File: config.mk
export PLATFORM = sky130hd
export DESIGN_NAME = bge_front
export DESIGN_NICKNAME = d
export VERILOG_FILES = /design/src/hw/rtl/bge_pkg.sv /design/src/hw/rtl/bge_front.sv
export SDC_FILE = /design/constraint.sdc
export NUM_CORES = 1
export LEC_CHECK = 0
export BUFFER_PORTS_ARGS = -buffer_cell sky130_fd_sc_hd__buf_4
export CAP_MARGIN = 25
export CORE_AREA = 2 2 39 41
export CTS_CLUSTER_DIAMETER = 80
export DETAILED_ROUTE_END_ITERATION = 10
export DIE_AREA = 0 0 41 43
export PLACE_DENSITY = 0.58
export SLEW_MARGIN = 20
export SYNTH_ARGS = -nofsm -noshare
export SYNTH_HDL_FRONTEND = slang
export SYNTH_SLANG_ARGS = --single-unit
export TNS_END_PERCENT = 100
File: constraint.sdc
create_clock -name aclk -period 1.6 [get_ports aclk]
set_input_delay 0.16 -clock aclk [delete_from_list [all_inputs] [get_ports aclk]]
set_output_delay 0.16 -clock aclk [all_outputs]
set_load 0.02 [all_outputs]
File: src/hw/rtl/bge_pkg.sv
`timescale 1ns / 1ps
// ----------------------------------------------------------------------------
// Bigram entropy package
// Types, constants and state codes shared by the bigram entropy unit.
// ----------------------------------------------------------------------------
package bge_pkg;

    localparam int COUNT_BITS_DEF    = 24;
    localparam int FRACTION_BITS_DEF = 20;

    localparam int NSYM      = 34;
    localparam int NPAIR     = NSYM * NSYM;
    localparam int SYM_W     = 6;
    localparam int UNI_AW    = 6;
    localparam int PAIR_AW   = 11;
    localparam int FIELD_W   = 24;
    localparam int LG_INT_W  = 5;
    localparam int QDEPTH    = 4;
    localparam int PADDR_W   = 2;

    localparam logic [SYM_W-1:0]   SPACE_SYM = 6'd33;
    localparam logic [FIELD_W-1:0] FIELD_MAX = 24'hFFFFFF;

    localparam logic [1:0] TBL_UNI = 2'd0;
    localparam logic [1:0] TBL_OVL = 2'd1;
    localparam logic [1:0] TBL_ALN = 2'd2;

    localparam logic [PADDR_W-1:0] REG_KEEP_SPACES = 2'd0;

    typedef struct packed {
        logic [7:0] text_byte;
        logic       end_of_text;
    } in_beat_t;

    typedef struct packed {
        logic [FIELD_W-1:0] unigram_entropy;
        logic [FIELD_W-1:0] overlap_bigram_entropy;
        logic [FIELD_W-1:0] paired_bigram_entropy;
        logic [FIELD_W-1:0] symbol_count;
        logic               too_short;
        logic               count_overflow;
    } out_beat_t;

    typedef struct packed {
        logic             sym_valid;
        logic [SYM_W-1:0] sym;
        logic             add_space;
        logic             finish;
    } q_entry_t;

    typedef struct packed {
        logic clearing;
    } back_status_t;

    typedef enum logic [4:0] {
        ST_INIT, ST_IDLE, ST_DISPATCH, ST_ADD_RD, ST_ADD_WR, ST_LT_START, ST_LT_WAIT,
        ST_RD, ST_DATA, ST_LC_WAIT, ST_MUL, ST_ACC, ST_NEXT, ST_DIV_START, ST_DIV,
        ST_STORE, ST_RESULT
    } back_state_t;

    typedef enum logic [1:0] {
        LG_IDLE, LG_NORM, LG_SQR, LG_DONE
    } lg_state_t;

endpackage

File: src/hw/rtl/bge_front.sv
`timescale 1ns / 1ps
// ----------------------------------------------------------------------------
// Bigram entropy front end
// Folds case, classifies each byte and queues symbol, separator and finish work.
// ----------------------------------------------------------------------------
module bge_front (
    input  logic                  aclk,
    input  logic                  aresetn,
    input  logic                  s_valid,
    output logic                  s_ready,
    input  bge_pkg::in_beat_t     s_data,
    input  logic                  keep_spaces,
    input  bge_pkg::back_status_t status,
    input  logic                  q_full,
    output logic                  q_push,
    output bge_pkg::q_entry_t     q_data
);

    logic       inside_word_reg;
    logic       inside_word_next;
    logic [7:0] folded;
    logic [7:0] offset;
    logic       letter;
    logic       accept;

    assign s_ready = !q_full && !status.clearing;
    assign accept  = s_valid && s_ready;

    always_comb begin
        folded = s_data.text_byte;
        if (s_data.text_byte >= 8'hC0 && s_data.text_byte <= 8'hDF) begin
            folded = s_data.text_byte + 8'h20;
        end
        letter = (folded >= 8'hE0) || (folded == 8'hB8);
        offset = folded - 8'hE0;
        q_data.sym_valid = letter;
        if (folded == 8'hB8) begin
            q_data.sym = 6'd6;
        end else if (offset <= 8'd5) begin
            q_data.sym = offset[bge_pkg::SYM_W-1:0];
        end else begin
            q_data.sym = 6'(offset + 8'd1);
        end
        if (letter) begin
            q_data.add_space = s_data.end_of_text && keep_spaces;
        end else begin
            q_data.add_space = inside_word_reg && keep_spaces;
        end
        q_data.finish    = s_data.end_of_text;
        inside_word_next = letter && !s_data.end_of_text;
    end

    assign q_push = accept && (q_data.sym_valid || q_data.add_space || q_data.finish);

    always_ff @(posedge aclk) begin
        if (!aresetn) begin
            inside_word_reg <= 1'b0;
        end else if (accept) begin
            inside_word_reg <= inside_word_next;
        end
    end

endmodule

==> impl_metrics.json <==
{
  "yosysWarnings": 0,
  "hold-worst-slack_ns": 0.4210,
  "routed_wl_mm": 1.045,
  "synth-seq-cells": 1,
  "die-area_um2": 1763,
  "p_per_area_nw_per_um2": 321.3,
  "p_leak_nw": 0.3570,
  "layout-drive-gt1-share": 0.6207,
  "path_clk_slew_ns": 0,
  "die_h_um": 43,
  "num_antenna_cells": 0,
  "syn_area_per_cell_um2": 7.188,
  "reg2reg_depth": 2,
  "vias": 495,
  "synthesis.nets": 70,
  "fin_util": 0.5371,
  "dp_hpwl_um": 890.3,
  "critPathSlowestCell": "a2111o_1",
  "antenna_found_initial": 0,
  "port_buffers": 25,
  "initial_utilization": 0.2649,
  "synth_top_area_share": 0.1365,
  "violations": "setup timing",
  "reg2reg_slack_ns": 1.01,
  "total_power_mw": 0.2388,
  "skew_ns": 0,
  "largest_reg_flops": 1,
  "tightest_slew_ns": 0.2276,
  "rsz0062_at_grt": "true",
  "core_region_area_um2": 1384,
  "criticalPathCategory": "in2out",
  "vias_per_cell": 4.806,
  "holdPathEnd": "inside_word_reg",
  "reg2reg_from": "inside_word_reg",
  "grt_pass1_vias": 407,
  "hold_start": "aresetn",
  "final_common_cell": "buf_4",
  "syn_to_final_growth_pct": 102.7,
  "ant_nets": 0,
  "fmax_mhz": 612.5,
  "io_pins": 26,
  "cp_cell_sequence": "buf_8 -> ha_4 -> nand2b_4 -> a2111o_1 -> mux2_4 -> o22ai_2 -> buf_6",
  "place_ws_ns": -0.2048,
  "max-slew-margin-rel": 0.8459,
  "finalCriticalPeriod_ns": 1.633,
  "routed_wire_length_per_instance_um": 10.15,
  "fp.dieW_um": 41,
  "arrival_ns": 1.47,
  "period_share": 1.020,
  "hold_buffers": 0,
  "synth_top_area_cell": "ha_1",
  "fill_cells": 140,
  "drtIter0Drc": 4,
  "grt_usage": 0.1120,
  "synth_area_leaders": "ha_1 (14%), a21oi_1 (6.8%), dfxtp_1 (5.5%)",
  "grt_max_degree": 7,
  "register_area_um2": 20.02,
  "rows": 14,
  "drcViolationCount": 0,
  "maxCapViolations": 0,
  "crit_fanout": 4,
  "drv_slew": 0,
  "hold_viol": 0,
  "synthCells": 51,
  "status": "complete, but fails checks",
  "r2r-end": "inside_word_reg",
  "cp_top_family": "compound AO/OA/AOI/OAI gates",
  "hold_path_depth": 2,
  "start_kind": "input pin",
  "grt_first_pass_wirelength_mm": 1.504,
  "hp-class": "in2reg",
  "clkLatencyLatePin_ns": 0,
  "crit_buf_inv": 2,
  "peakVddDrop_uv": 168.4,
  "nets": 108,
  "ys_seq_area_frac": 0.05461,
  "final_critical_path_setup_slack_ns": -0.03264,
  "multi_input_area_um2": 377.9,
  "crit_path_end_kind": "output pin",
  "synth.distinct_cells": 29,
  "drt_pass1_iterations": 3,
  "setup_viol": 1,
  "cp.required_ns": 1.44,
  "grt.overflow.total": 0,
  "globalplace.congestion": 0.7908,
  "synthesis.area_um2": 366.6,
  "max_stage_delay_ns": 0.41,
  "final_cell_mix": "buf_4 (34), a21oi_1 (5), nor2_1 (4), nand2_1 (4), buf_6 (3)"
}
## routing by layer
layer | vias to the layer above | global-route usage | wire length (µm)
met3 | 0 | 0 | 43
met5 | - | 0 | 0
met2 | 11 | 0.2000 | 501
met4 | 0 | 0 | 0
li1 | 261 | - | -
met1 | 223 | 0.1524 | 500
## through the flow
| step | instances | area [µm²] | setup TNS (ns) |
|---|---|---|---|
| after floorplan | 51 | 379.1 | -0.01746 |
| after CTS | 103 | 733.2 | -0.02886 |
| after global routing | 103 | 743.2 | -0.2594 |
| after detailed placement | 103 | 669.4 | -0.6203 |
| after global placement | 103 | 669.4 | -0.5838 |
| final | 103 | 743.2 | -0.03264 |
## Yosys cell counts
master / number
a21oi_1: 5
inv_1: 5
ha_1: 4
nand2_1: 4
nor2_1: 4
a2bb2oi_1: 2
buf_4: 2
nand3_1: 2
o22ai_1: 2
xor2_1: 2
a2111o_1: 1
a211oi_1: 1
a21boi_1: 1
a21o_1: 1
a221o_2: 1
dfxtp_1: 1
mux2_2: 1
mux2i_1: 1
nand2b_1: 1
nand4b_1: 1
nor2b_1: 1
nor3b_2: 1
o21a_1: 1
o21ai_0: 1
o21ai_2: 1
o311ai_0: 1
o31ai_1: 1
or2_1: 1
or3_1: 1
## cell type report
class | count | share of cell area
multi-input combinational | 43 | 0.5084
sequential | 1 | 0.02694
inverter | 5 | 0.02862
tap | 16 | 0.02694
timing repair buffer | 38 | 0.4091
## how the worst max path moves through the flow
stage              start  cells after the start  slack, ns        end
2_1_floorplan  s_data[6]                      5      -0.02  q_data[2]
3_3_place_gp   s_data[6]                      7      -0.19  q_data[2]
3_5_place_dp   s_data[6]                      7      -0.20  q_data[2]
4_1_cts        s_data[7]                      7      -0.03  q_data[2]
5_1_grt        s_data[7]                      7      -0.08  q_data[2]
6_report       s_data[7]                      7      -0.03  q_data[2]
## timing repair
action	CTS	global route
setup endpoints to repair	7	6
gates resized for setup	18	2
buffers inserted	0	0
pin swaps	5	3
## logic make-up after synthesis
kind of cell               synth area share
AOI/OAI and AO/OA                    0.3754
adders and majority gates            0.1365
and+or+nand+nor                      0.2355
muxes                               0.05802
DFF                                 0.05461
buffers and inverters               0.09214
xor gates and xnor gates            0.04779
## power breakdown
part | switching, mW | internal (mW)
Sequential | 0.000137 | 0.0257
Clock | 0 | 0
Combinational | 0.0976 | 0.115
Total | 0.0977 | 0.141
No activity file was read; power rests on OpenSTA's default activity.
