$ cat config.mk
export PLATFORM = sky130hd
export DESIGN_NAME = bge_fifo
export DESIGN_NICKNAME = d
export VERILOG_FILES = /design/src/hw/rtl/bge_pkg.sv /design/src/hw/rtl/bge_fifo.sv
export SDC_FILE = /design/constraint.sdc
export NUM_CORES = 1
export LEC_CHECK = 0
export ABC_AREA = 1
export BUFFER_PORTS_ARGS = -buffer_cell sky130_fd_sc_hd__buf_4
export CELL_PAD_IN_SITES_DETAIL_PLACEMENT = 1
export CELL_PAD_IN_SITES_GLOBAL_PLACEMENT = 1
export CORE_ASPECT_RATIO = 0.8
export CORE_MARGIN = 3
export CORE_UTILIZATION = 49
export DETAILED_ROUTE_END_ITERATION = 10
export GPL_TIMING_DRIVEN = 0
export PLACE_DENSITY_LB_ADDON = 0.15
export SYNTH_ARGS = -nofsm -noshare
export SYNTH_HDL_FRONTEND = slang
export SYNTH_SLANG_ARGS = --single-unit
$ cat constraint.sdc
create_clock -name aclk -period 3.4 [get_ports aclk]
set_clock_uncertainty 0.2 [all_clocks]
set_input_delay 0.34 -clock aclk [delete_from_list [all_inputs] [get_ports aclk]]
set_output_delay 0.34 -clock aclk [all_outputs]
set_load 0.02 [all_outputs]
$ cat src/hw/rtl/bge_pkg.sv
`timescale 1ns / 1ps
// ----------------------------------------------------------------------------
// Bigram entropy package
// Types, constants and state codes shared by the bigram entropy unit.
// ----------------------------------------------------------------------------
package bge_pkg;

    localparam int COUNT_BITS_DEF    = 24;
    localparam int FRACTION_BITS_DEF = 20;

    localparam int NSYM      = 34;
    localparam int NPAIR     = NSYM * NSYM;
    localparam int SYM_W     = 6;
    localparam int UNI_AW    = 6;
    localparam int PAIR_AW   = 11;
    localparam int FIELD_W   = 24;
    localparam int LG_INT_W  = 5;
    localparam int QDEPTH    = 4;
    localparam int PADDR_W   = 2;

    localparam logic [SYM_W-1:0]   SPACE_SYM = 6'd33;
    localparam logic [FIELD_W-1:0] FIELD_MAX = 24'hFFFFFF;

    localparam logic [1:0] TBL_UNI = 2'd0;
    localparam logic [1:0] TBL_OVL = 2'd1;
    localparam logic [1:0] TBL_ALN = 2'd2;

    localparam logic [PADDR_W-1:0] REG_KEEP_SPACES = 2'd0;

    typedef struct packed {
        logic [7:0] text_byte;
        logic       end_of_text;
    } in_beat_t;

    typedef struct packed {
        logic [FIELD_W-1:0] unigram_entropy;
        logic [FIELD_W-1:0] overlap_bigram_entropy;
        logic [FIELD_W-1:0] paired_bigram_entropy;
        logic [FIELD_W-1:0] symbol_count;
        logic               too_short;
        logic               count_overflow;
    } out_beat_t;

    typedef struct packed {
        logic             sym_valid;
        logic [SYM_W-1:0] sym;
        logic             add_space;
        logic             finish;
    } q_entry_t;

    typedef struct packed {
        logic clearing;
    } back_status_t;

    typedef enum logic [4:0] {
        ST_INIT, ST_IDLE, ST_DISPATCH, ST_ADD_RD, ST_ADD_WR, ST_LT_START, ST_LT_WAIT,
        ST_RD, ST_DATA, ST_LC_WAIT, ST_MUL, ST_ACC, ST_NEXT, ST_DIV_START, ST_DIV,
        ST_STORE, ST_RESULT
    } back_state_t;

    typedef enum logic [1:0] {
        LG_IDLE, LG_NORM, LG_SQR, LG_DONE
    } lg_state_t;

endpackage

$ cat src/hw/rtl/bge_fifo.sv
`timescale 1ns / 1ps
// ----------------------------------------------------------------------------
// Bigram entropy work queue
// A short queue of classified work between the front end and the back end.
// ----------------------------------------------------------------------------
module bge_fifo (
    input  logic              aclk,
    input  logic              aresetn,
    input  logic              push,
    input  bge_pkg::q_entry_t din,
    input  logic              pop,
    output bge_pkg::q_entry_t dout,
    output logic              full,
    output logic              empty
);

    localparam int PW = $clog2(bge_pkg::QDEPTH);

    bge_pkg::q_entry_t mem_reg [bge_pkg::QDEPTH];
    logic [PW-1:0]     wptr_reg;
    logic [PW-1:0]     rptr_reg;
    logic [PW:0]       count_reg;

    assign full  = count_reg == (PW+1)'(bge_pkg::QDEPTH);
    assign empty = count_reg == '0;
    assign dout  = mem_reg[rptr_reg];

    always_ff @(posedge aclk) begin
        if (push) begin
            mem_reg[wptr_reg] <= din;
        end
    end

    always_ff @(posedge aclk) begin
        if (!aresetn) begin
            wptr_reg  <= '0;
            rptr_reg  <= '0;
            count_reg <= '0;
        end else begin
            if (push) begin
                wptr_reg <= wptr_reg + 1'b1;
            end
            if (pop) begin
                rptr_reg <= rptr_reg + 1'b1;
            end
            if (push && !pop) begin
                count_reg <= count_reg + 1'b1;
            end else if (pop && !push) begin
                count_reg <= count_reg - 1'b1;
            end
        end
    end

endmodule

==> results.md, run 1 <==
- The worst setup slack before clock tree synthesis is 1600 ps.
- The clock latency on the worst-skew pair is 290 ps.
- The synthesized netlist devotes 0% of its cell area to XOR and XNOR gates.
- The category of the worst setup path capture point is a primary output.
- Once layout is complete, the cells apart from fillers number about 220.
- The floorplan step set the die width to between 70 and 80 um.
- The post-layout net count is 193.
- The commonest cells after synthesis are sky130_fd_sc_hd__edfxtp_1, sky130_fd_sc_hd__o21ai_0, sky130_fd_sc_hd__inv_1, sky130_fd_sc_hd__nor2_1.
- After synthesis, the largest family of logic cells by area is compound AO/OA/AOI/OAI gates.
- The antenna violation net count after detailed routing is 0.
- The startpoint identified for the worst hold timing path is din[3].
- The fraction of registers with async set/reset is 0%.
- The met1 track utilization from global routing is roughly 25%.
- The data arrival time of the critical path is 1590 ps.
- Summing the areas of all compound-gate instances in the mapped netlist gives 13.7% of the synthesized area.
- The area of the core is between 3000 and 4000 sq um.
- The post-synthesis register bit count is 45.
- In this run the worst hold path is classified as primary input to flip-flop.
- Measured against its own limit, the worst slew margin works out to 68.5%.
- Clock tree synthesis selected as its root buffer the cell sky130_fd_sc_hd__clkbuf_8.
- The kind of cell with the highest combined delay on the critical path is flip-flops.
- The hold-fix buffer count after cts is 0.
- Counting both buffers and inverters, the worst setup path holds a total of 2.
- The total of endpoints with negative setup slack in the final report is 0.
- For this run, design rule violations remaining after detail routing come to 0.
- The detailed router placed between 1000 and 1500 vias in this run.
- The detailed-route wire length is 3.87 mm.
- The worst setup path is of the flip-flop to primary output kind.
- The number of hold violations in the final report was 0.
- The maximum number of pins on one net before global-route repair is 14.
- The filler cells instantiated in the layout total 344.
- After the first detailed-routing iteration, the DRC count stood at 90.
- The initial utilization of the core area, before any placement, comes to roughly 53%.
- For hold timing, the worst endpoint is mem_reg[1][3]$_DFFE_PP_.
- The count of clock tree sinks is 45.
- The antenna diode count is 0.
- Global routing used approximately a third of the available met2 tracks.
- From synthesis to final layout, the design area changed by 17.4%.
- The analysis attributes to cell leakage a power of 0.872 nW.
- Using the TritonRoute via totals, the vias-per-cell ratio works out to approximately 5.4.
- The number of global-route vias before repair is 1272.
- The maximum clock insertion buffer count is 2.
- In this run the critical register-to-register path is captured at mem_reg[2][8]$_DFFE_PP_.
- The initialized floorplan defines 19 standard-cell rows.
- The port buffer count is 23.
- Of all cell types, the one taking the most synthesized area is sky130_fd_sc_hd__edfxtp_1.
- The first detailed-routing pass took 4 iterations.
- The type of origin of the critical path is a flip-flop.
- The post-place instance area is 2100 sq um.
- In the final routed layout, each cell accounts on average for ~18 um.
- The depth of the most critical reg-to-reg path is 4.
- The worst path in the final design needs a cycle of ~2100 ps, including I/O delays and setup.
- In this run the power density over the cells is roughly 530 nW/um^2.
- The tool flagged a number of max-cap violations equal to 0.
- Final hold analysis gives a worst-case slack of 44.9 ps.
- The number of flip-flops in the largest register is 36.
- The largest single stage delay on the critical path is 570 ps.
- Counting distinct cell types in the post-synthesis netlist gives 19.
- The first global-routing pass estimated 6.21 mm of wire.
- The overall die height is a little over 60 um.
- The number of cells produced by synthesis is approximately 140.
- The number of H-tree levels is 2.
- For the pin with the worst max-slew slack, the measured transition is 473 ps.
- met2 is the most crowded layer.
- The Yosys step of the flow raised 0 warnings.
- The final-report max-slew violation count was 0.
- The run finished with clean final reports.
- The post-route clock period utilization is between 60% and 70%.
- The clock edge transition at the registers on the reported setup and hold paths is 80 ps.
- The primary flip-flop cell chosen by synthesis mapping is sky130_fd_sc_hd__edfxtp_1.
- The accumulated negative setup slack is 0 ps.
- The critical path crosses 4 cells after its start point.
- The number of antenna violations at the first check in global routing was 0.
- The sequential area share after synthesis is 67.2%.
- The worst path meets setup with 1270 ps of slack.
- The number of gates given a new drive strength after cts is 0.
- The floorplan step defined a die boundary enclosing between 4000 and 5000 sq um.
- The number of flops mapped to enable cells by yosys is 36.
- After Yosys synthesis, full adders, half adders and majority gates account for 4.40% of the synthesized area.
- In this run, placement finished with an instance count of between 200 and 250.
- The synthesized area per cell is 13.0 sq um.
- The total overflow left after global routing is 0.
- For met3 alone, demand over resource in global routing was 5.38%.
- The worst setup slack for register-to-register paths is 1850 ps.
- The post-CTS setup buffer count is 0.
- The slowest stage of the critical path is the sky130_fd_sc_hd__dfxtp_1 cell.
- After Yosys synthesis, and, or, nand and nor cells account for 8.73% of the synthesized area.
- The number of clock buffers inserted by TritonCTS is 5.
- In this run the cell area of the synthesized design comes to about 1900 sq um.
- The half-perimeter wire length after detailed placement is 2.62 mm.
- The leading cell type by number of instances after synthesis is sky130_fd_sc_hd__edfxtp_1.
- Once layout is done, the placed cells without fillers occupy between 2000 and 2500 sq um.
- Cells with a size suffix above 1 make up a little under a third of the layout.
- The number of nets in the synthesized netlist is 163.
- The total I/O pin count is 24.
- The reg-to-reg startpoint is wptr_reg[0]$_SDFFE_PN0P_.
- Of the post-synthesis cell area, the dominant cell type holds between 50% and 60%.
- After synthesis, the share of cell area in mux cells is 0%.
- The global routing usage summed across all routing layers is between 10% and 20%.
- Setup repair after global routing left no endpoint under its margin.
- Walking the worst path, the cells encountered are inv_1 -> o21ai_0 -> o22ai_2 -> buf_4.
- Counting instances, the worst hold path has a depth of 1.
- The fmax is 469 MHz.
- The congestion estimate from routability-driven global placement came to ~0.74.
- Of all nets on the critical path, the largest fanout is 10.
- The largest voltage drop on the vdd net is 0.348 mV.
- The CTS tree is built.
- Ranked by total cell area, the synthesized netlist is headed by sky130_fd_sc_hd__edfxtp_1, sky130_fd_sc_hd__dfxtp_1, sky130_fd_sc_hd__o22ai_2.
- At the worst endpoint, the required time is 2860 ps.
metal layers:
| metal | vias to the layer above | wire [um] |
|---|---|---|
| met5 | - | 0 |
| met4 | 0 | 27 |
| met3 | 5 | 158 |
| met2 | 23 | 1990 |
| met1 | 576 | 1690 |
| li1 | 565 | - |
where the power goes:
part | total, mW | switching [mW] | internal [mW]
sequential | 0.638 | 0.0151 | 0.623
clock | 0.350 | 0.167 | 0.184
combinational | 0.180 | 0.108 | 0.0723
layout by cell type, fill, tap and decap left out, types with 2 or more instances in the layout:
master,Yosys,routed
sky130_fd_sc_hd__a21oi_1,4,4
sky130_fd_sc_hd__nor2_1,14,14
sky130_fd_sc_hd__buf_4,0,23
sky130_fd_sc_hd__clkbuf_8,0,7
sky130_fd_sc_hd__nand2_1,9,9
sky130_fd_sc_hd__buf_6,2,2
sky130_fd_sc_hd__ha_1,5,5
sky130_fd_sc_hd__o21ai_0,22,22
sky130_fd_sc_hd__edfxtp_1,36,36
sky130_fd_sc_hd__nor3_1,2,2
sky130_fd_sc_hd__nor2_2,9,9
sky130_fd_sc_hd__o22ai_2,9,9
sky130_fd_sc_hd__inv_1,16,16
sky130_fd_sc_hd__dfxtp_1,9,9
logic make-up after synthesis:
kind of cell	after synthesis
adder cells (fa/ha/maj)	6
flip-flops	45
buffers and inverters	20
AO/OA/AOI/OAI	37
AND/OR/NAND/NOR	36
worst max-delay path by stage:
stage | end | slack [ps] | start
after floorplan | count_reg[2]$_SDFFE_PN0P_ | 1860 | pop
after global placement | dout[6] | 1660 | flip-flop
after detailed placement | count_reg[2]$_SDFFE_PN0P_ | 1600 | pop
after CTS | dout[2] | 1300 | flip-flop
after global routing | dout[1] | 1120 | flip-flop
final | dout[1] | 1270 | flip-flop
final cells by class:
cell class | instances | area, sq um | share of cell area (%)
clock inverters | 1 | 5.00 | 0.227
inverters | 17 | 71.3 | 3.23
multi-input cells | 79 | 503 | 22.8
clock buffers | 7 | 96.3 | 4.37
well taps | 42 | 52.6 | 2.38
flip-flops and latches | 45 | 1260 | 57.2
plain buffers | 3 | 42.5 | 1.93
repair buffers | 23 | 173 | 7.83
stage by stage:
stage                     power (mW)  utilization [%]
after floorplan                0.756                -
after global placement         0.821             59.4
after detailed placement       0.832             59.4
after CTS                       1.18             62.2
after global routing            1.23             62.2
final                           1.17             62.2
No activity file was read; power rests on OpenSTA's default activity.
==> inputs of run 2 (changes only) <==
- CORE_UTILIZATION: 49 -> 46
- clock period: 3.4 -> 2.1 ns (I/O delays scaled with it)
==> run 2 against run 1 <==
Against the previous run: via count increased by 2.8%; non-clock buffer count increased by 10; clock power increased by 48%; core utilization decreased by 2.4 points; flip-flop and latch count unchanged; highest routed layer unchanged; global-route usage decreased by 2.0 points; sequential power increased by 61%; die area increased by 5.9%; register-to-register slack got worse by 1300 ps.
==> results.md, run 2 (synthesis results as in run 1) <==
- In this run the static leakage power is 0.903 nW.
- Counting the buffers created by CTS gives 5.
- The post-route clock period utilization is 95.0%.
- The global-route wire length before repair is 6.36 mm.
- CTS built an H-tree with a depth of 2.
- The total I/O pin count is 24.
- The maximum number of pins on one net before global-route repair is 15.
- Setup repair after global routing left no endpoint under its margin.
- In the routed layout, each cell is associated on average with a via count of 5.01.
- The violation count after the first detailed-routing iteration is 32.
- The floorplan has 20 rows.
- The overall die height is 63.2 um.
- For this design, the sink count on the clock tree is 45.
- For the final routed database, the setup TNS stands at 0 ps.
- From synthesis to final layout, the design area changed by 22.8%.
- Leaving out filler cells and counting taps, the final layout contains 240.
- The remaining global-route overflow is 0.
- The worst setup path is captured at a primary output.
- The data arrival time of the critical path is 1580 ps.
- Leaving out fill and tap cells, the most frequent cells in the layout are sky130_fd_sc_hd__edfxtp_1, sky130_fd_sc_hd__buf_4, sky130_fd_sc_hd__o21ai_0.
- The worst setup path is of the flip-flop to primary output kind.
- For the worst-skew pair, the clock arrives at the later sink with an insertion delay of 290 ps.
- At the worst endpoint, the required time is 1690 ps.
- The number of flip-flops in the largest register is 36.
- For this block, the via count after detailed routing is 1202.
- TritonCTS built the clock tree.
- The number of antenna violations at the first check in global routing is 0.
- The worst-margin pin slew is 464 ps.
- The buffer cell driving the clock tree root is sky130_fd_sc_hd__clkbuf_8.
- The type of origin of the critical path is a flip-flop.
- The final-report max-slew violation count came to 0.
- Global routing used around 17% of the available tracks.
- Counting tap cells, the placed design contains a total of 222 instances.
- The port buffer count is 23.
- The antenna violation net count after detailed routing is 0.
- In this run the worst hold path is classified as primary input to flip-flop.
- The maximum clock insertion buffer count is 2.
- The worst-path maximum fanout is 10.
- The total of endpoints with negative setup slack in the final report is 0.
- The hold-fix buffer count after cts is 10.
- The number of gates given a new drive strength after cts is 0.
- The routed design could run at a clock period as short as between 1500 and 2000 ps.
- The antenna diode count is 0.
- For this configuration, the core starts out at a cell density of 48.7%.
- The final instance area is 2310 sq um.
- The post-route netlist has 29.2% of its cells at a drive strength greater than 1.
- Dividing the detail-routed wire length by the instance count gives 16.5 um.
- Wires add up to 3.96 mm.
- The worst pin sits at a relative slew slack of 69.1%.
- The congestion estimate from routability-driven global placement came to 0.740.
- The post-detailed-route DRC marker count is 0.
- Once detailed placement completed, the half-perimeter wirelength came to ~2.7 mm.
- Across the run, the number of max-cap violations was 0.
- The cell area power density is 806 nW/um^2.
- Clock-pin slew was measured on the worst setup and hold paths at roughly 80 ps.
- The post-CTS setup buffer count is 0.
- The area of the core is a little under 4000 sq um.
- The run finished with clean final reports.
- The library cell used most frequently in the layout, excluding fill and tap cells, is sky130_fd_sc_hd__edfxtp_1.
- The width of the die is 77.4 um.
- Summing all placed instances gives a cell area of 2120 sq um.
- The fmax is 501 MHz.
- The largest voltage drop on the vdd net is 0.527 mV.
- The net count of the finished layout is 203.
- The die covers 4890 sq um.
- The iteration count of the initial detailed-routing pass is 4.
- The number of global-route vias before repair is 1284.
- The number of hold violations in the final report was 0.
## run 2: cell count changes in the layout (fill, tap and decap cells not counted), sizes merged
cell | before | now
clkinvlp | 0 | 1
clkbuf | 7 | 5
clkinv | 1 | 2
dlygate4sd3 | 0 | 10
## run 2: routing by layer
layer / vias to the layer above / GRT usage (%) / wire, um
met5: - / 0 / 0
met3: 4 / 4.86 / 157
met1: 590 / 21.9 / 1800
met4: 0 / 5.33 / 48
met2: 24 / 29.3 / 1950
li1: 584 / - / -
## run 2: critical path: stages, from the launching register on
cell and delay (ps):
sky130_fd_sc_hd__dfxtp_1 560, sky130_fd_sc_hd__inv_1 270, sky130_fd_sc_hd__o21ai_0 170, sky130_fd_sc_hd__o22ai_2 120, sky130_fd_sc_hd__buf_4 170
## run 2: worst paths after layout
| check | from | end | slack, ps | depth (start not counted) |
|---|---|---|---|---|
| min | pop | flip-flop | 40 | 4 |
| min reg2reg | rptr_reg[1]$_SDFFE_PN0P_ | rptr_reg[1]$_SDFFE_PN0P_ | 260 | 1 |
| max | flip-flop | dout[3] | 110 | 4 |
| max reg2reg | wptr_reg[0]$_SDFFE_PN0P_ | mem_reg[0][6]$_DFFE_PP_ | 530 | 4 |
## run 2: through the flow
stage	hold slack, ps	util, %	worst slack, ps	total power, mW
2_1_floorplan	109	-	689	1.22
3_3_place_gp	208	55.0	464	1.33
3_5_place_dp	218	55.0	431	1.35
4_1_cts	26.3	59.8	102	1.88
5_1_grt	52.9	59.8	37.1	1.94
6_report	39.1	59.8	105	1.86
## run 2: layout make-up
cell class	instances	area [sq um]
Fill cell	418	1550
Sequential cell	45	1260
Multi-Input combinational cell	79	503
Timing Repair Buffer	33	273
Inverter	17	71.3
Clock buffer	5	68.8
Tap cell	55	68.8
Buffer	3	42.5
Clock inverter	3	17.5
## run 2: where the power goes
part           switching (mW)  total, mW  internal (mW)
registers              0.0253       1.03           1.01
logic                   0.178      0.306          0.128
clock network           0.289      0.519          0.230
total                   0.492       1.86           1.37
